==> config.mk <==
export PLATFORM = sky130hd
export DESIGN_NAME = gcpl_inv
export DESIGN_NICKNAME = d
export VERILOG_FILES = /design/src/design/gcpl_pkg.sv /design/src/design/gcpl_inv.sv
export SDC_FILE = /design/constraint.sdc
export NUM_CORES = 1
export LEC_CHECK = 0
export ABC_CLOCK_PERIOD_IN_PS = 6400
export BUFFER_PORTS_ARGS = -buffer_cell sky130_fd_sc_hd__buf_2
export CAP_MARGIN = 40
export CORE_ASPECT_RATIO = 1.1
export CORE_UTILIZATION = 25
export CTS_BUF_LIST = sky130_fd_sc_hd__clkbuf_8
export CTS_CLUSTER_DIAMETER = 60
export DETAILED_ROUTE_END_ITERATION = 8
export GPL_ROUTABILITY_DRIVEN = 1
export PLACE_DENSITY = 0.42
export SLEW_MARGIN = 20
export SYNTH_ARGS = -nofsm -noshare
export SYNTH_HDL_FRONTEND = slang
export SYNTH_SLANG_ARGS = --single-unit
==> constraint.sdc <==
create_clock -name clk -period 6.4 [get_ports clk]
set_clock_uncertainty 0.15 [all_clocks]
set_input_delay 1.28 -clock clk [delete_from_list [all_inputs] [get_ports clk]]
set_output_delay 1.28 -clock clk [all_outputs]
set_load 0.05 [all_outputs]
==> src/design/gcpl_pkg.sv <==
package gcpl_pkg;

    localparam int CH_N       = 3;   // red, green, blue
    localparam int CH_W       = 8;
    localparam int LIN_W      = 16;  // linear light, Q0.16
    localparam int COLOR_W    = CH_N * CH_W;
    localparam int PAIR_N     = 4;
    localparam int PAIR_W     = 2 * COLOR_W;
    localparam int PALETTE_N  = 2 * PAIR_N;
    localparam int IDX_W      = 3;   // palette slot
    localparam int COUNT_W    = 4;   // color count register
    localparam int MAX_COLORS = 8;
    localparam int INV_ADDR_W = 12;  // inverse gamma uses top 12 bits of linear value
    localparam int CFG_ADDR_W = 3;

    typedef enum logic [CFG_ADDR_W-1:0] {
        REG_COLOR_COUNT = CFG_ADDR_W'(0),
        REG_COLORS_01   = CFG_ADDR_W'(1),
        REG_COLORS_23   = CFG_ADDR_W'(2),
        REG_COLORS_45   = CFG_ADDR_W'(3),
        REG_COLORS_67   = CFG_ADDR_W'(4)
    } cfg_reg_t;

    typedef logic [CH_N-1:0][CH_W-1:0]         rgb_t;      // [0] red, [1] green, [2] blue
    typedef logic [CH_N-1:0][LIN_W-1:0]        lin_rgb_t;
    typedef logic [PALETTE_N-1:0][COLOR_W-1:0] palette_t;
    typedef logic [255:0][LIN_W-1:0]           gam_tab_t;

    // count already clamped to 1..MAX_COLORS
    typedef struct packed {
        logic [COUNT_W-1:0] count;
        palette_t           palette;
    } pal_cfg_t;

    // G[v] = floor(v*v*R[v] / 65025), R[v] = fifth root of v/255 in Q0.16 (floored)
    function automatic gam_tab_t build_gam_tab();
        gam_tab_t    tab;
        logic [95:0] lim;
        logic [95:0] pw;
        logic [15:0] q;
        logic [15:0] cand;
        tab = '0;
        for (int v = 0; v < 256; v++)
        begin
            lim = 96'(v) << 80;
            q   = '0;
            for (int b = 15; b >= 0; b--)
            begin
                cand = q | (16'(1) << b);
                pw   = 96'(cand) * 96'(cand);
                pw   = pw * 96'(cand);
                pw   = pw * 96'(cand);
                pw   = pw * 96'(cand);
                pw   = pw * 96'(255);
                if (pw <= lim)
                begin
                    q = cand;
                end
            end
            tab[v] = LIN_W'((96'(v) * 96'(v) * 96'(q)) / 96'(65025));
        end
        return tab;
    endfunction

    localparam gam_tab_t GAM_TAB = build_gam_tab();

endpackage

==> src/design/gcpl_inv.sv <==
module gcpl_inv (
    input  logic               clk,
    input  logic               rst_n,
    input  logic               in_valid,
    output logic               in_ready,
    input  gcpl_pkg::lin_rgb_t lin,
    output logic               out_valid,
    input  logic               out_ready,
    output gcpl_pkg::rgb_t     rgb
);
    import gcpl_pkg::*;

    // largest v with G[v] <= 16*n, one result bit per stage, MSB first
    localparam int STEPS  = CH_W;
    localparam int ZERO_W = LIN_W - INV_ADDR_W;

    typedef logic [CH_N-1:0][INV_ADDR_W-1:0] tgt_t;

    logic            valid_reg [STEPS];
    rgb_t            v_reg     [STEPS];
    tgt_t            tgt_reg   [STEPS];
    logic [STEPS:0]  go;
    logic            search_ok;

    always_comb
    begin
        go[STEPS] = out_ready;
        for (int s = STEPS - 1; s >= 0; s--)
        begin
            go[s] = !valid_reg[s] || go[s+1];
        end
    end

    for (genvar s = 0; s < STEPS; s++)
    begin : g_step
        localparam logic [CH_W-1:0] BIT_MASK = CH_W'(1) << (CH_W - 1 - s);

        logic valid_src;
        rgb_t v_src;
        tgt_t tgt_src;
        rgb_t v_next;

        if (s == 0)
        begin : g_first
            assign valid_src = in_valid;
            assign v_src     = '0;
            always_comb
            begin
                for (int c = 0; c < CH_N; c++)
                begin
                    tgt_src[c] = lin[c][LIN_W-1 -: INV_ADDR_W];
                end
            end
        end
        else
        begin : g_rest
            assign valid_src = valid_reg[s-1];
            assign v_src     = v_reg[s-1];
            assign tgt_src   = tgt_reg[s-1];
        end

        always_comb
        begin
            for (int c = 0; c < CH_N; c++)
            begin
                if (GAM_TAB[v_src[c] | BIT_MASK] <= {tgt_src[c], {ZERO_W{1'b0}}})
                begin
                    v_next[c] = v_src[c] | BIT_MASK;
                end
                else
                begin
                    v_next[c] = v_src[c];
                end
            end
        end

        always_ff @(posedge clk or negedge rst_n)
        begin
            if (!rst_n)
            begin
                valid_reg[s] <= 1'b0;
            end
            else if (go[s])
            begin
                valid_reg[s] <= valid_src;
            end
        end

        always_ff @(posedge clk)
        begin
            if (go[s])
            begin
                v_reg[s]   <= v_next;
                tgt_reg[s] <= tgt_src;
            end
        end
    end

    assign in_ready  = go[0];
    assign out_valid = valid_reg[STEPS-1];
    assign rgb       = v_reg[STEPS-1];

    // finished search: G[v] fits the target and G[v+1] does not
    always_comb
    begin
        logic [LIN_W-1:0] thr;
        search_ok = 1'b1;
        for (int c = 0; c < CH_N; c++)
        begin
            thr = {tgt_reg[STEPS-1][c], {ZERO_W{1'b0}}};
            if (GAM_TAB[rgb[c]] > thr)
            begin
                search_ok = 1'b0;
            end
            if ((rgb[c] != {CH_W{1'b1}}) && (GAM_TAB[rgb[c] + CH_W'(1)] <= thr))
            begin
                search_ok = 1'b0;
            end
        end
    end

    a_search_max: assert property (@(posedge clk) disable iff (!rst_n)
        out_valid |-> search_ok)
        else $error("inverse gamma search not at the largest fitting code");

endmodule

; After elaboration in Yosys (flattened, before gate mapping)
; Memories as Yosys holds them, arrays and structs flattened.
; Index checks and enable logic that the tools add are counted.
[op_classes]
n_lt_le_gt_ge = 45
mux = 61
n_reduce_logical = 16
[op_table]
columns = op, count
row1 = 16-bit <= comparator, 21
row2 = 16-bit 2-to-1 mux, 21
row3 = 8-bit by 9-bit less-than comparator with 1-bit output (second input constant), 21
row4 = 14-bit by 16-bit <= comparator with 1-bit output (first input constant), 3
row5 = 8-bit 2-to-1 mux, 3
row6 = 7-bit 2-to-1 mux, 3
row7 = 1-bit 2-to-1 mux, 19
row8 = 6-bit 2-to-1 mux, 3
row9 = 5-bit 2-to-1 mux, 3
row10 = 4-bit 2-to-1 mux, 3
row11 = 3-bit 2-to-1 mux, 3
row12 = 1-bit zero test, 8
row13 = 1-bit logical OR, 8
row14 = 2-bit 2-to-1 mux, 3
[word_totals]
ff_bits = 8
ram_bits = 480
romBits = 43008
input_bits = 52
out_inout_bits = 26
elab_cells = 153
n_memories = 23
[memory_table]
columns = memory, words, word_bits, read_ports, rd_clocked_by_memory_dff, write_ports, line
row1 = (no name shown), 128, 16, 1, 0, 0, gcpl_inv.sv:66  ; if (GAM_TAB[v_src[c] | BIT_MASK] <= {tgt_src[c], {ZERO_W{1'b0}}})
row2 = (no name shown), 128, 16, 1, 0, 0, gcpl_inv.sv:66
row3 = (no name shown), 128, 16, 1, 0, 0, gcpl_inv.sv:66
row4 = (no name shown), 128, 16, 1, 0, 0, gcpl_inv.sv:66
row5 = (no name shown), 128, 16, 1, 0, 0, gcpl_inv.sv:66
row6 = (no name shown), 128, 16, 1, 0, 0, gcpl_inv.sv:66
row7 = 17 more memories, --, --, --, --, --, --

; Logic depth before layout (Yosys ltp)
[depth]
word_depth = 11
ltp_mapped = 17
depth_no_buf = 15

; Worst setup path before layout
; OpenSTA, ideal clock, no wires.
[synth_timing]
kind = input port to output port
start = in out_ready
end = out in_ready
t_arrival_ns = 4.677
t_required_ns = 4.970
setup_slack_ns = 0.293
path_stages = 4
path_buffers = 0
cell_sequence = nor2b_1 -> nand2_1 -> nor2_1 -> nand4_1
[synth_via]
elab_chain_len = 8
[synth_rtl]
columns = item, line
row1 = "start, declared", gcpl_inv.sv:8  ; input logic out_ready,
row2 = 1-bit logical OR (2 in series), gcpl_inv.sv:30  ; go[s] = !valid_reg[s] || go[s+1];
row3 = named net go[6], gcpl_inv.sv:22  ; logic [STEPS:0] go;
row4 = 1-bit logical OR (6 in series), gcpl_inv.sv:30
row5 = "end, declared", gcpl_inv.sv:5  ; output logic in_ready,
; The timed path passes the listed nets, and every way through them passes these cells.

; Worst setup path in the final report
; Ends and elaborated chain as after synthesis.

==> flow_summary.ini <==
[outcome]
outcome = finished, final reports clean

[cells_and_area]
mostFrequentLayoutCells = ha_1, edfxtp_1, inv_1
largest_reg_flops = 252
nFillCells = 13200
nNetsFinal = 3872
final_common_cell = ha_1
area_delta_synth_final_pct = 11.5
finalInstanceArea_sq_um = 34800
multi_input_area_sq_um = 17900
final_layout_size_suffix_gt1_share_pct = 9.03
seq_area_sq_um = 11000

[job]
maxCapViolations = 0

[place]
dp_slack_ns = 1.85
gp_congestion = 0.875
dpl.hpwl_mm = 61.4
io_buffers = 65
postPlaceCellArea_sq_um = 33100

[sta]
hold_viol_final = 0
relSlewSlack_pct = 43.1
fin_crit_sh_pct = 71.0
tns_ns = 0
setup_viol_count_final = 0
fin_ws_ns = 1.86
slew_violations = 0
rsz0062_at_grt = no
fin_crit_ns = 4.54
max_freq_mhz = 220
worst_pin_slew_ns = 0.854

[floorplanning]
die-area_sq_um = 126000
die_x_microns = 339
initial_core_util_pct = 25.3
die_y_microns = 372
rows = 135
io_pins = 78
core-area_sq_um = 123000

[logic_synthesis]
seq_area_frac_synth_pct = 35.3
synth_edf_count = 360
synth_top_flop_cell = edfxtp_1
synth_area_per_cell_sq_um = 8.96
synthArstFlopShare_pct = 2.17
netlist_top_cells_area = edfxtp_1, ha_1, a21oi_1, o21ai_0, inv_1
ys_warn_count = 0
syn_inst = 3480
synth_top_area_cell = edfxtp_1
yosys_register_bits = 368
synth.distinct_cells = 83
netlist.area_leader.share_pct = 34.7
syn-num-nets = 3915
synth.cell_area_sq_um = 31200

[route]
vias_per_cell = 5.03
dr.pass1.iters = 6
dr.first_iter.drc_count = 2193
drc_errors = 0
via_count = 25900
ant_nets = 0
postRouteWirelength_mm = 87.9
avgRoutedWirePerCell_microns = 17.1

[clocking]
cts_root_buf = clkbuf_8
cts_resized = 0
htree_levels = 3
cts_max_path_buffers = 3
cts_made_buffers = 79
worstSkewPairLatency_ns = 0.67
cts_tree = built
cts.clk_slew.worst_paths_ns = 0.05
hold_buffers = 0
cts_sinks = 368
postCtsSetupRepairBufs = 0

[worst_setup_path]
required_ns = 4.97
crit_type = in2out
critPathMaxFanout = 41
startpoint_type = input port
arrival_ns = 3.11
rr_worst_depth = 13
worstSetupEndpointType = output port

[grt]
grt_max_degree = 105
gr-total-overflow = 0
grt_pass1_wl_mm = 140
grt_pass1_vias = 25000
track_usage_pct = 13.5
antenna_found_initial = 2

[power_and_ir_drop]
p_leak_nw = 14.4
peakVddDrop_uv = 170
cellPowerDensity_nw_per_um2 = 455

[min_path]
hold_class = reg2reg
holdPathStages = 0
-- path summary, 6_finish.rpt --
path / startpoint / to / slack, ns
worst max register to register: v_reg[1][43]$_DFFE_PP_ / v_reg[1][65]$_DFFE_PP_ / 1.93
max in group asynchronous: rst_n / g_step[3].valid_src$_DFFE_PN0P_ / 5.61
worst max-delay path: out_ready / in_ready / 1.86
min in group asynchronous: rst_n / g_step[5].valid_src$_DFFE_PN0P_ / 0.31
worst min register to register: tgt_reg[0][0]$_DFFE_PP_ / tgt_reg[0][36]$_DFFE_PP_ / 0.27
worst min-delay path: tgt_reg[0][0]$_DFFE_PP_ / tgt_reg[0][36]$_DFFE_PP_ / 0.27
-- synth_stat cells (24+ instances only) --
cell type / number
ha_1: 383
edfxtp_1: 360
inv_1: 310
nand2_1: 284
a21oi_1: 283
o21ai_0: 283
nor2_1: 222
clkbuf_1: 153
nand2b_1: 82
a31oi_1: 81
nor2b_1: 79
a21o_1: 65
buf_2: 64
nand3_1: 60
nor3_1: 59
o211ai_1: 58
a211oi_1: 52
nand4_1: 44
mux4_2: 35
o21a_1: 35
mux2i_1: 31
buf_1: 26
o31ai_1: 24
-- final cells by class --
type,instances,share of cell area [%]
Timing Repair Buffer,125,2.66
Antenna cell,2,0.0144
Clock buffer,82,3.25
Inverter,323,3.49
Multi-Input combinational cell,2540,51.6
Sequential cell,368,31.7
Clock inverter,61,1.44
Tap cell,1644,5.91
-- where the power goes --
part | total (W) | internal [W] | switching (W)
combinational | 0.00918 | 0.00345 | 0.00573
sequential | 0.00401 | 0.00342 | 0.000591
clock | 0.00263 | 0.00152 | 0.00111
total | 0.0158 | 0.00838 | 0.00743
-- through the flow --
stage	hold WS [ns]	utilization [%]	instances	total power (W)
4_1_cts	0.221	28.1	5140	0.0159
3_5_place_dp	0.255	26.8	4997	0.0131
6_report	0.273	28.2	5145	0.0158
5_1_grt	0.264	28.2	5145	0.0172
2_1_floorplan	0.250	-	3480	0.0106
3_3_place_gp	0.257	26.7	4989	0.0132
-- per-layer routing --
metal | vias up | global-route usage [%] | wire (microns)
li1 | 12800 | - | -
met3 | 166 | 1.98 | 4230
met1 | 12200 | 17.9 | 40400
met2 | 691 | 22.3 | 40800
met4 | 0 | 5.12 | 2370
met5 | - | 0 | 0
-- logic make-up (layout without fill, tap and decap cells) --
logic type	after synthesis	after routing	synth area share [%]
multiplexers	80	80	4.03
flip-flops	368	368	35.3
AND/OR/NAND/NOR	954	954	15.0
AO/OA/AOI/OAI	1109	1109	22.7
adder cells (fa/ha/maj)	383	383	15.4
other	0	2	0
XOR/XNOR	14	14	0.393
buffers and inverters	572	591	7.23
-- critical path: stages --
cell and delay [ns]:
buf_2 0.10, nor2b_1 0.48, nand2_2 0.11, nor2_1 0.38, nand4_1 0.18, buf_4 0.31, buf_2 0.28
(Power assumes the default switching activity.)
