--- config.mk ---
export PLATFORM = sky130hd
export DESIGN_NAME = gcpl_mod
export DESIGN_NICKNAME = d
export VERILOG_FILES = /design/src/design/gcpl_pkg.sv /design/src/design/gcpl_mod.sv
export SDC_FILE = /design/constraint.sdc
export NUM_CORES = 1
export LEC_CHECK = 0
export BUFFER_PORTS_ARGS = -buffer_cell sky130_fd_sc_hd__buf_2
export CAP_MARGIN = 20
export CELL_PAD_IN_SITES_DETAIL_PLACEMENT = 1
export CELL_PAD_IN_SITES_GLOBAL_PLACEMENT = 1
export CORE_MARGIN = 2
export CORE_UTILIZATION = 41
export DETAILED_ROUTE_END_ITERATION = 6
export GPL_TIMING_DRIVEN = 0
export PLACE_DENSITY = 0.79
export SLEW_MARGIN = 20
export SYNTH_ARGS = -nofsm -noshare
export SYNTH_HDL_FRONTEND = slang
export SYNTH_SLANG_ARGS = --single-unit
export TNS_END_PERCENT = 50
--- constraint.sdc ---
create_clock -name clk -period 11.4 [get_ports clk]
set_clock_uncertainty 0.2 [all_clocks]
set_input_delay 0.57 -clock clk [delete_from_list [all_inputs] [get_ports clk]]
set_output_delay 0.57 -clock clk [all_outputs]
set_load 0.01 [all_outputs]
--- src/design/gcpl_pkg.sv ---
package gcpl_pkg;

    localparam int CH_N       = 3;   // red, green, blue
    localparam int CH_W       = 8;
    localparam int LIN_W      = 16;  // linear light, Q0.16
    localparam int COLOR_W    = CH_N * CH_W;
    localparam int PAIR_N     = 4;
    localparam int PAIR_W     = 2 * COLOR_W;
    localparam int PALETTE_N  = 2 * PAIR_N;
    localparam int IDX_W      = 3;   // palette slot
    localparam int COUNT_W    = 4;   // color count register
    localparam int MAX_COLORS = 8;
    localparam int INV_ADDR_W = 12;  // inverse gamma uses top 12 bits of linear value
    localparam int CFG_ADDR_W = 3;

    typedef enum logic [CFG_ADDR_W-1:0] {
        REG_COLOR_COUNT = CFG_ADDR_W'(0),
        REG_COLORS_01   = CFG_ADDR_W'(1),
        REG_COLORS_23   = CFG_ADDR_W'(2),
        REG_COLORS_45   = CFG_ADDR_W'(3),
        REG_COLORS_67   = CFG_ADDR_W'(4)
    } cfg_reg_t;

    typedef logic [CH_N-1:0][CH_W-1:0]         rgb_t;      // [0] red, [1] green, [2] blue
    typedef logic [CH_N-1:0][LIN_W-1:0]        lin_rgb_t;
    typedef logic [PALETTE_N-1:0][COLOR_W-1:0] palette_t;
    typedef logic [255:0][LIN_W-1:0]           gam_tab_t;

    // count already clamped to 1..MAX_COLORS
    typedef struct packed {
        logic [COUNT_W-1:0] count;
        palette_t           palette;
    } pal_cfg_t;

    // G[v] = floor(v*v*R[v] / 65025), R[v] = fifth root of v/255 in Q0.16 (floored)
    function automatic gam_tab_t build_gam_tab();
        gam_tab_t    tab;
        logic [95:0] lim;
        logic [95:0] pw;
        logic [15:0] q;
        logic [15:0] cand;
        tab = '0;
        for (int v = 0; v < 256; v++)
        begin
            lim = 96'(v) << 80;
            q   = '0;
            for (int b = 15; b >= 0; b--)
            begin
                cand = q | (16'(1) << b);
                pw   = 96'(cand) * 96'(cand);
                pw   = pw * 96'(cand);
                pw   = pw * 96'(cand);
                pw   = pw * 96'(cand);
                pw   = pw * 96'(255);
                if (pw <= lim)
                begin
                    q = cand;
                end
            end
            tab[v] = LIN_W'((96'(v) * 96'(v) * 96'(q)) / 96'(65025));
        end
        return tab;
    endfunction

    localparam gam_tab_t GAM_TAB = build_gam_tab();

endpackage

--- src/design/gcpl_mod.sv ---
module gcpl_mod #(
    parameter int INDEX_BITS = 32,
    parameter int FRAC_BITS  = 16
) (
    input  logic                         clk,
    input  logic                         rst_n,
    input  logic                         in_valid,
    output logic                         in_ready,
    input  logic [INDEX_BITS-1:0]        whole,
    input  logic [FRAC_BITS-1:0]         frac,
    input  logic [gcpl_pkg::COUNT_W-1:0] count,
    output logic                         out_valid,
    input  logic                         out_ready,
    output logic [gcpl_pkg::IDX_W-1:0]   key,
    output logic [FRAC_BITS-1:0]         key_frac
);
    import gcpl_pkg::*;

    // restoring remainder, 8 index bits per stage, MSB first
    localparam int STEP_BITS = 8;
    localparam int STAGES    = (INDEX_BITS + STEP_BITS - 1) / STEP_BITS;
    localparam int PAD_W     = STAGES * STEP_BITS;

    logic                 valid_reg [STAGES];
    logic [PAD_W-1:0]     whole_reg [STAGES];
    logic [IDX_W-1:0]     rem_reg   [STAGES];
    logic [FRAC_BITS-1:0] frac_reg  [STAGES];
    logic [STAGES:0]      go;

    function automatic logic [IDX_W-1:0] mod_step(
        input logic [IDX_W-1:0]     r_in,
        input logic [STEP_BITS-1:0] bits,
        input logic [COUNT_W-1:0]   cnt
    );
        logic [IDX_W-1:0]   r;
        logic [COUNT_W-1:0] t;
        r = r_in;
        for (int i = STEP_BITS - 1; i >= 0; i--)
        begin
            t = COUNT_W'({r, bits[i]});
            if (t >= cnt)
            begin
                t = t - cnt;
            end
            r = t[IDX_W-1:0];
        end
        return r;
    endfunction

    always_comb
    begin
        go[STAGES] = out_ready;
        for (int s = STAGES - 1; s >= 0; s--)
        begin
            go[s] = !valid_reg[s] || go[s+1];
        end
    end

    for (genvar s = 0; s < STAGES; s++)
    begin : g_stage
        logic                 valid_src;
        logic [PAD_W-1:0]     whole_src;
        logic [IDX_W-1:0]     rem_src;
        logic [FRAC_BITS-1:0] frac_src;
        logic [IDX_W-1:0]     rem_next;

        if (s == 0)
        begin : g_first
            assign valid_src = in_valid;
            assign whole_src = PAD_W'(whole);
            assign rem_src   = '0;
            assign frac_src  = frac;
        end
        else
        begin : g_rest
            assign valid_src = valid_reg[s-1];
            assign whole_src = whole_reg[s-1];
            assign rem_src   = rem_reg[s-1];
            assign frac_src  = frac_reg[s-1];
        end

        assign rem_next = mod_step(rem_src, whole_src[PAD_W-1-s*STEP_BITS -: STEP_BITS], count);

        always_ff @(posedge clk or negedge rst_n)
        begin
            if (!rst_n)
            begin
                valid_reg[s] <= 1'b0;
            end
            else if (go[s])
            begin
                valid_reg[s] <= valid_src;
            end
        end

        always_ff @(posedge clk)
        begin
            if (go[s])
            begin
                whole_reg[s] <= whole_src;
                rem_reg[s]   <= rem_next;
                frac_reg[s]  <= frac_src;
            end
        end
    end

    assign in_ready  = go[0];
    assign out_valid = valid_reg[STAGES-1];
    assign key       = rem_reg[STAGES-1];
    assign key_frac  = frac_reg[STAGES-1];

    // remainder must land inside the active palette
    a_key_in_range: assert property (@(posedge clk) disable iff (!rst_n)
        out_valid |-> (COUNT_W'(key) < count))
        else $error("palette key not below color count");

endmodule

After elaboration in Yosys (flattened, before gate mapping)
Memory sizes are Yosys's and may differ from the RTL's.
Cells that the tools add are included.
W data, S select, Z words.
{ "totals": {"ramBits": 204, "elab_cells": 119, "input_bits": 56, "ff_bits": 4, "n_memories": 3} }
{ "mem_list": {"columns": ["name", "depth", "word_bits", "rd", "rd_ports_with_merged_regs", "write_ports", "line_no", "text"], "rows": [
  ["whole_reg", 4, 32, 3, 0, 4, "gcpl_mod.sv:25", "logic [PAD_W-1:0] whole_reg [STAGES];"],
  ["frac_reg", 4, 16, 4, 0, 4, "gcpl_mod.sv:27", "logic [FRAC_BITS-1:0] frac_reg [STAGES];"],
  ["rem_reg", 4, 3, 4, 0, 4, "gcpl_mod.sv:26", "logic [IDX_W-1:0] rem_reg [STAGES];"]
]} }
{ "op_classes": {"order_cmp": 32, "reduce_logical": 8, "n_mux": 40, "add_sub_neg": 32} }
{ "op_table": {"columns": ["operator", "count"], "rows": [
  ["$ge A4 B4 Y1", 31],
  ["$mux W3", 32],
  ["$sub A3 B3 Y3", 31],
  ["$mux W1", 8],
  ["$ge A1 B4 Y1", 1],
  ["$logic_not A1 Y1", 4],
  ["$logic_or A1 B1 Y1", 4],
  ["$sub A1 B3 Y3", 1]
]} }

Logic depth before layout (Yosys ltp)
Gate-level depths: netlist (run 1).
An unclocked memory read counts as a cell.
{ "depth": {"word_depth": 17, "ltp_mapped": 44} }

Worst setup path before layout (run 1)
Ideal clock, no wire load.
{ "synth_timing": {"path_type": "input to register", "start": "in count[1] (netlist name)", "end": "mem rem_reg[2][1], data pin", "arrival_ns": 9.298, "cell_stages": 36, "required_ns": 10.940, "setup_time_ns": 0.260, "slack_ns": 1.642, "path_cell_list": "inv_1 > fa_1 > or3b_2 > a22oi_1 > ha_1 > a21oi_1 > o21ai_1 > a21oi_2 > inv_2 > fa_1 > a21boi_0 > o21ai_1 > mux2_1 > ha_1 > a21oi_1 > o21ai_1 > a21oi_2 > inv_2 > fa_1 > a21boi_0 > o21ai_1 > mux2_2 > ha_1 > a21o_1 > or2_1 > mux2_1 > ha_1 > o21ai_1 > a31oi_1 > nor2_1 > o2bb2ai_1 > fa_1 > a211oi_1 > nor2_1 > nor2_1 > mux2_2"} }
{ "synth_lines": {"columns": ["item", "line_no", "text"], "rows": [
  ["from (decl)", "gcpl_mod.sv:11", "input logic [gcpl_pkg::COUNT_W-1:0] count,"],
  ["to (decl)", "gcpl_mod.sv:26", null]
]} }

==> results of run 1 <==
-- cells in the mapped netlist, drive strengths merged, types with 16 or more instances --
master / number / area share (%)
fa: 31 / 6.9
o21ai: 57 / 3.2
inv: 81 / 3.4
nor2b: 18 / 1.3
xnor2: 20 / 2.0
mux2: 31 / 4.0
nand2: 33 / 1.4
a21boi: 16 / 1.3
a21oi: 52 / 3.8
nor2: 25 / 1.1
mux2i: 27 / 3.3
ha: 126 / 18
edfxtp: 124 / 42
o211a: 16 / 1.8
-- placed cells by master, fill, tap and decap left out, types with 4 or more instances in the layout --
master     netlist  layout
ha_1           126     126
edfxtp_1       124     124
buf_2            0      75
inv_1           65      62
o21ai_1         38      38
a21oi_1         33      33
nand2_1         33      32
fa_1            31      31
nor2_1          25      25
mux2i_1         23      23
xnor2_1         20      20
mux2_2          19      19
nor2b_1         18      18
a21oi_2         18      18
inv_2           16      18
o21ai_0         18      18
clkbuf_16        0      17
o211a_1         16      16
a21boi_0        16      16
nand2b_1         9       9
a31oi_1          9       9
mux2_1           9       9
xor2_1           7       7
a21o_1           5       5
a211oi_1         5       5
o32ai_2          4       4
clkinv_4         0       4
inv_6            0       4
dfrtp_1          4       4
-- worst max path at each step --
stage	startpoint	end	slack (ns)	cells past startpoint
after floorplan	count[1]	rem_reg[2][1]$_DFFE_PP_	1.64	36
after global placement	count[1]	rem_reg[3][1]$_DFFE_PP_	-0.81	37
after detailed placement	count[1]	rem_reg[3][1]$_DFFE_PP_	0.25	38
after CTS	count[1]	rem_reg[2][1]$_DFFE_PP_	0.55	39
after global routing	count[0]	rem_reg[2][1]$_DFFE_PP_	0.15	39
final	count[0]	rem_reg[2][1]$_DFFE_PP_	0.92	39
-- layout make-up --
class	count	area, sq um
timing repair buffer	82	482
clock buffer	17	425
tap	280	350
sequential	128	3820
fill	2319	11200
inverter	81	307
multi-input combinational	521	4820
clock inverter	15	200
-- kinds of logic after synthesis --
group,count (synthesis),share of synthesized area [%]
DFF,128,42.8
muxes,58,7.32
xor gates and xnor gates,27,2.65
and+or+nand+nor,98,5.24
adders and majority gates,157,24.6
AOI/OAI and AO/OA,181,14.0
buffers and inverters,81,3.40
-- metal layers --
metal  vias to the layer above  part of all wire (%)
li1                       2884                     -
met1                      2909                    43
met2                        70                    54
met3                        25                   2.2
met4                         0                   1.3
met5                         -                     0
-- stage by stage --
| step | utilization, % | cells | setup TNS (ns) | hold WS, ns | worst slack [ns] |
|---|---|---|---|---|---|
| after floorplan | - | 730 | 0 | 0.0744 | 1.64 |
| after global placement | 44.7 | 1086 | -7.48 | 0.183 | -0.807 |
| after detailed placement | 45.2 | 1091 | 0 | 0.186 | 0.254 |
| after CTS | 48.1 | 1124 | 0 | 0.102 | 0.547 |
| after global routing | 48.1 | 1124 | 0 | 0.100 | 0.152 |
| final | 48.1 | 1124 | 0 | 0.118 | 0.915 |
-- repair_timing --
| action | CTS | global route |
|---|---|---|
| hold endpoints to repair | 4 | 0 |
| endpoints found under the setup margin | 0 | 7 |
| resized for setup | 0 | 3 |
| hold buffers | 1 | 0 |
==> out/metrics.yaml, run 1 <==
drt:
  drt-initial-drc-count: 167
  drt_pass1_iterations: 4
  drt.antenna.violating_nets: 0
  route.detailed.drc: 0
  wirelength_microns: 19200
  wire_per_inst_microns: 17.1
  vias_per_cell: 5.24
  vias: 5888
global_routing:
  grt_pass1_wl_microns: 31600
  use_met2_pct: 33.1
  grt_util_met1_pct: 20.7
  track_usage_pct: 17.7
  gr-total-overflow: 0
  grt.busiest_layer: "met2"
  grt_max_degree: 33
  use_met3_pct: 2.96
  grt_pass1_vias: 6475
  antenna_found_initial: 0
layout:
  diodes: 0
  layout.nets: 1044
  drive_above_1_share_pct: 22.4
  largest_register_ffs: 64
  syn_to_final_growth_pct: 16.4
  design_area_sq_um: 10400
worst_hold_path:
  whs_endpoint: "whole_reg[0][23]$_DFFE_PP_"
  hold_class: "in2reg"
  hold_depth: 1
  worstHoldStart: "whole[23]"
floorplan:
  dieHeight_microns: 152
  coreArea_sq_um: 21600
  die_x_microns: 152
  num_io_pins: 77
  dieArea_sq_um: 23000
  row_count: 54
  start_util_pct: 41.3
synthesis:
  synth.distinct_cells: 47
  syn_area_per_cell_sq_um: 12.2
  postSynthCellCount: 730
  synth_seq_cells: 128
  ys_async_sr_fraction_pct: 3.13
  yosys_warnings: 0
  synth_nets: 943
  synth_edf_count: 124
  syn-cell-area_sq_um: 8940
  ys_seq_area_share_pct: 42.8
  synth-main-ff-cell: "edfxtp_1"
critical_path:
  cp.required_ns: 11.38
  crit_top_cell: "o21ai_1"
  timing_worst_setup_path_type: "in2reg"
  rr_startpoint: "whole_reg[1][15]$_DFFE_PP_"
  cp.arrival_ns: 10.46
  r2r_end: "rem_reg[2][1]$_DFFE_PP_"
  worstSetupStartpointType: "input port"
  crit_family: "compound AO/OA/AOI/OAI gates"
  path_buf_inv: 3
  r2r_slack_ns: 1.48
  crit_path_max_fanout: 32
  crit_path_end_kind: "flop"
  cpPeakStageDelay_ns: 0.72
  critPathSlowestCell: "buf_2"
  r2r_cells: 39
place:
  place_area_sq_um: 9760
  place_congestion: 0.784
  port_buffers: 76
  hpwlAfterDp_microns: 13600
clock_network:
  cts.sinks: 128
  cts_tree: "built"
  htree_levels: 4
  clk_latency_ns: 0.42
  cts_max_path_buffers: 2
  postCtsSetupBuffers: 0
  cts_buffers: 17
  cts.reportedPaths.clkPinSlew_ns: 0.06
  root_buffer: "clkbuf_16"
run:
  drv_cap: 0
sta:
  slew_headroom_pct: 36.1
  timing.fmax_mhz: 95.4
  worst_pin_slew_ns: 0.959
  finalMaxSlewViolations: 0
  final_hold_viol_count: 0
  period_needed_ns: 10.48
  setup-violations-final: 0
  grt_setup_unrepaired: "no"
  period_share_pct: 92.0
outcome:
  status: "completed"
Power of run 1 is not shown: default switching activity piles up to over one toggle a cycle in this logic, so the estimate is an artifact.
==> run 2: changes to the inputs <==
--- a/config.mk
+++ b/config.mk
@@ -7,2 +7,3 @@
 export LEC_CHECK = 0
+export ABC_AREA = 1
 export BUFFER_PORTS_ARGS = -buffer_cell sky130_fd_sc_hd__buf_2
@@ -11,3 +12,2 @@
 export CELL_PAD_IN_SITES_GLOBAL_PLACEMENT = 1
-export CORE_MARGIN = 2
 export CORE_UTILIZATION = 41
@@ -15,3 +15,3 @@
 export GPL_TIMING_DRIVEN = 0
-export PLACE_DENSITY = 0.79
+export PLACE_DENSITY = 0.82
 export SLEW_MARGIN = 20
==> constraint.sdc (replaced) <==
create_clock -name clk -period 11.4 [get_ports clk]
set_clock_uncertainty 0.2 [all_clocks]
set_input_delay 1.14 -clock clk [delete_from_list [all_inputs] [get_ports clk]]
set_output_delay 1.14 -clock clk [all_outputs]
set_load 0.01 [all_outputs]
==> out/metrics.yaml, run 2 <==
outcome:
  status: "finished with violations"
  violations: "design-rule violations"
clock_network:
  htree_levels: 4
  holdBufCountCts: 0
  cts_max_path_buffers: 2
  postCtsSetupBuffers: 0
  root_buffer: "clkbuf_16"
  cts-resized-gates: 0
  cts_buffers: 17
  cts.reportedPaths.clkPinSlew_ns: 0.06
  cts_tree: "built"
  cts.sinks: 128
  clk_latency_ns: 0.42
layout:
  drive_above_1_share_pct: 16.0
  diodes: 0
  layout_common_cells: "nand2_1 (248), inv_1 (147), ha_1 (126), edfxtp_1 (124), nand3_1 (84)"
  multi_input_area_sq_um: 4610
  fillCellCount: 2540
  final-seq-area_sq_um: 3820
  syn_to_final_growth_pct: 15.3
  finish.utilization_pct: 48.2
  largest_register_ffs: 64
  mostFrequentLayoutCell: "nand2_1"
  layout.nets: 1263
synthesis:
  synth-xor-area-share_pct: 2.99
  netlist_top_cells_count: "nand2_1 (249), inv_1 (151), ha_1 (126)"
  synth_edf_count: 124
  synthAdderAreaFrac_pct: 24.2
  synth_nets: 1165
  yosysTopAreaCell: "edfxtp_1"
  syn-cell-area_sq_um: 9080
  synthTopCellsByArea: "edfxtp_1 (41%), ha_1 (17%), nand2_1 (10%)"
  synth_seq_cells: 128
  synthSimpleGateAreaFrac_pct: 20.5
  syn_area_per_cell_sq_um: 9.54
  ys_async_sr_fraction_pct: 3.13
  ys_seq_area_share_pct: 42.1
  yosys_warnings: 0
  yosysMostFrequentCell: "nand2_1"
  synth-main-ff-cell: "edfxtp_1"
  postSynthCellCount: 952
  synth_top_family_by_area: "adder cells"
  synth_mux_area_share_pct: 0
  synth_compound_area_share_pct: 3.08
  netlist.area_leader.share_pct: 41.0
  synth.distinct_cells: 23
floorplan:
  start_util_pct: 41.8
  row_count: 54
  dieHeight_microns: 151
  coreArea_sq_um: 21800
  dieArea_sq_um: 22800
  die_x_microns: 151
  num_io_pins: 77
sta:
  worst_pin_slew_ns: 0.999
  period_share_pct: 93.0
  setup-violations-final: 0
  finalMaxSlewViolations: 0
  worst_slack_ns: 0.800
  slew_headroom_pct: 33.4
  final_hold_viol_count: 0
  timing.fmax_mhz: 94.3
  period_needed_ns: 10.60
  grt_setup_unrepaired: "no"
place:
  place_ws_ns: 0.648
  hpwlAfterDp_microns: 14900
  port_buffers: 76
  place_congestion: 0.802
critical_path:
  critPathSlowestCell: "buf_4"
  cp.arrival_ns: 10.55
  worstSetupStartpointType: "input port"
  crit_path_max_fanout: 26
  crit_top_cell: "nand2_1"
  crit_path_end_kind: "flop"
  timing_worst_setup_path_type: "in2reg"
  cpPeakStageDelay_ns: 0.53
  cp.required_ns: 11.35
global_routing:
  antenna_found_initial: 0
  use_met3_pct: 2.98
  track_usage_pct: 19.7
  grt.busiest_layer: "met2"
  use_met2_pct: 37.0
  gr-total-overflow: 0
  grt_pass1_vias: 7250
  grt_pass1_wl_microns: 34400
  grt_max_degree: 33
  grt_util_met1_pct: 22.4
drt:
  drt.antenna.violating_nets: 0
  drt-initial-drc-count: 231
  route.detailed.drc: 1
  vias: 6614
  vias_per_cell: 4.92
  wire_per_inst_microns: 15.4
  drt_pass1_iterations: 6
  wirelength_microns: 20600
worst_hold_path:
  hold_class: "reg2reg"
run:
  drv_cap: 0
run 2: cell count changes in the layout (fill, tap and decap cells not counted), sizes merged, moves of 21 or more:
cell,delta
inv,+97
and2,+48
o21ai,-38
mux2i,-27
nand3,+84
nand2,+227
a21oi,-21
mux2,-31
run 2: final timing paths:
path | startpoint | to | slack [ns] | cells after the start
worst min-delay path | frac_reg[0][12]$_DFFE_PP_ | frac_reg[1][12]$_DFFE_PP_ | 0.22 | 0
worst max register to register | whole_reg[1][15]$_DFFE_PP_ | rem_reg[2][0]$_DFFE_PP_ | 2.23 | 54
max in group asynchronous | rst_n | g_stage[2].valid_src$_DFFE_PN0P_ | 10.55 | 1
min in group asynchronous | rst_n | g_stage[1].valid_src$_DFFE_PN0P_ | 0.32 | 1
worst min register to register | frac_reg[0][12]$_DFFE_PP_ | frac_reg[1][12]$_DFFE_PP_ | 0.22 | 0
worst max-delay path | count[1] | rem_reg[2][0]$_DFFE_PP_ | 0.80 | 54
run 2: critical path, delay by kind of cell:
kind            cells  cell delay (ns)
buf+inv             9             1.80
fa+ha+maj           8             3.08
simple gates       35             4.10
compound gates      2             0.40
run 2: cell type report:
cell class / count / area share, %
multi-input cells: 651 / 44.0
flip-flops and latches: 128 / 36.5
clock inverters: 15 / 1.55
inverters: 173 / 6.20
repair buffers: 79 / 4.30
clock buffers: 17 / 4.06
well taps: 280 / 3.34
run 2: cell families after synthesis:
| logic type | after synthesis |
|---|---|
| buf+inv | 173 |
| compound gates | 50 |
| flops | 128 |
| simple gates | 413 |
| fa+ha+maj | 157 |
| xor+xnor | 31 |
run 2: routing by layer:
| metal | routed length (microns) | vias up |
|---|---|---|
| met1 | 8770 | 3210 |
| met4 | 431 | 0 |
| met5 | 0 | - |
| met2 | 11000 | 80 |
| met3 | 418 | 34 |
| li1 | - | 3290 |
run 2: stage by stage:
stage	cells	hold WS (ns)	instance area [sq um]	setup TNS [ns]
3_5_place_dp	1311	0.206	9890	0
2_1_floorplan	952	0.200	9080	0
3_3_place_gp	1308	0.201	9820	-3.51
5_1_grt	1343	0.229	10500	0
6_report	1343	0.215	10500	0
4_1_cts	1343	0.219	10500	0
Power of run 2 is left out for the same reason.
==> run 3: changes to the inputs <==
GPL_TIMING_DRIVEN = not set   (was 0)
REMOVE_ABC_BUFFERS = 1   (was not set)
==> out/metrics.yaml, run 3 (synthesis results as in run 2) <==
outcome:
  status: "completed"
critical_path:
  r2r_slack_ns: 2.20
  crit_top_cell: "nand2_1"
  worstSetupStartpointType: "input port"
  rr_startpoint: "whole_reg[1][15]$_DFFE_PP_"
  cp.arrival_ns: 9.96
  critPathSlowestCell: "fa_1"
  cpPeakStageDelay_ns: 0.62
  crit_path_max_fanout: 12
  crit_path_end_kind: "flop"
  cp.required_ns: 11.36
  r2r_end: "rem_reg[2][2]$_DFFE_PP_"
  timing_worst_setup_path_type: "in2reg"
  r2r_cells: 60
clock_network:
  cts_max_path_buffers: 2
  cts-resized-gates: 0
  postCtsSetupBuffers: 0
  clk_latency_ns: 0.42
  htree_levels: 4
  root_buffer: "clkbuf_16"
  cts.reportedPaths.clkPinSlew_ns: 0.06
  cts_tree: "built"
  cts.sinks: 128
  cts_buffers: 17
  holdBufCountCts: 0
sta:
  final_hold_viol_count: 0
  setup-violations-final: 0
  slew_headroom_pct: 51.0
  setup-tns-final_ns: 0
  grt_setup_unrepaired: "no"
  worst_pin_slew_ns: 0.734
  timing.fmax_mhz: 100
  period_share_pct: 87.7
  period_needed_ns: 10.0
  finalMaxSlewViolations: 0
drt:
  wirelength_microns: 21600
  wire_per_inst_microns: 16.0
  drt.antenna.violating_nets: 0
  route.detailed.drc: 0
  drt-initial-drc-count: 242
  vias_per_cell: 4.91
  drt_pass1_iterations: 6
  vias: 6649
global_routing:
  grt_max_degree: 45
  gr-total-overflow: 0
  antenna_found_initial: 0
  grt_pass1_wl_microns: 35500
  track_usage_pct: 20.4
  grt_pass1_vias: 7386
worst_hold_path:
  hold_depth: 0
  hold_class: "reg2reg"
  worstHoldStart: "whole_reg[1][5]$_DFFE_PP_"
  whs_endpoint: "whole_reg[2][5]$_DFFE_PP_"
floorplan:
  coreArea_sq_um: 21800
  num_io_pins: 77
  die_x_microns: 151
  dieHeight_microns: 151
  row_count: 54
  dieArea_sq_um: 22800
  start_util_pct: 41.8
layout:
  drive_above_1_share_pct: 16.4
  layout.nets: 1273
  mostFrequentLayoutCell: "nand2_1"
  layout_common_cells: "nand2_1 (248), inv_1 (150), ha_1 (126), edfxtp_1 (124), nand3_1 (84)"
  diodes: 0
  syn_to_final_growth_pct: 16.3
  fillCellCount: 2523
  largest_register_ffs: 64
run:
  drv_cap: 0
place:
  hpwlAfterDp_microns: 15900
  place_congestion: 0.817
  port_buffers: 76
==> run 3: changes by cell type in the layout (fill, tap and decap cells not counted), sizes merged <==
| cell | before | now |
|---|---|---|
| buf | 79 | 89 |
| inv | 183 | 179 |
| clkinv | 2 | 4 |
| clkinvlp | 2 | 1 |
| bufinv | 1 | 4 |
==> run 3: worst max path at each step <==
stage,from,end,slack [ns]
after floorplan,count[1],rem_reg[1][2]$_DFFE_PP_,2.14
after global placement,count[1],rem_reg[3][2]$_DFFE_PP_,1.35
after detailed placement,count[1],rem_reg[1][2]$_DFFE_PP_,1.10
after CTS,count[1],rem_reg[2][2]$_DFFE_PP_,1.47
after global routing,count[1],rem_reg[2][2]$_DFFE_PP_,0.69
final,count[1],rem_reg[2][2]$_DFFE_PP_,1.40
==> run 3: area by class of cell <==
type	instances	area, sq um	area share [%]
inverters	173	649	6.15
repair buffers	89	478	4.53
well taps	280	350	3.32
multi-input cells	651	4610	43.7
clock inverters	15	221	2.10
clock buffers	17	425	4.03
flip-flops and latches	128	3820	36.2
==> run 3: layer usage <==
metal	vias to the layer above	routed length [microns]	GRT usage (%)
met2	94	11600	38.1
met5	-	0	0
met3	42	513	3.13
li1	3298	-	-
met1	3215	9050	23.1
met4	0	508	7.95
==> run 3: metrics by stage <==
stage	instance area [sq um]	util [%]	worst slack (ns)	hold slack, ns	instances
floorplan	9080	-	2.14	0.200	952
global placement	9920	45.6	1.35	0.201	1321
detailed placement	9920	45.6	1.10	0.205	1321
CTS	10600	48.6	1.47	0.216	1353
global route	10600	48.6	0.695	0.219	1353
finish	10600	48.6	1.40	0.215	1353
==> run 3: critical path, delay by kind of cell <==
kind / cells / cell delay [ns]
simple gates: 35 / 3.97
fa+ha+maj: 8 / 2.85
buf+inv: 14 / 1.46
compound gates: 2 / 0.50
Power of run 3 is left out for the same reason.
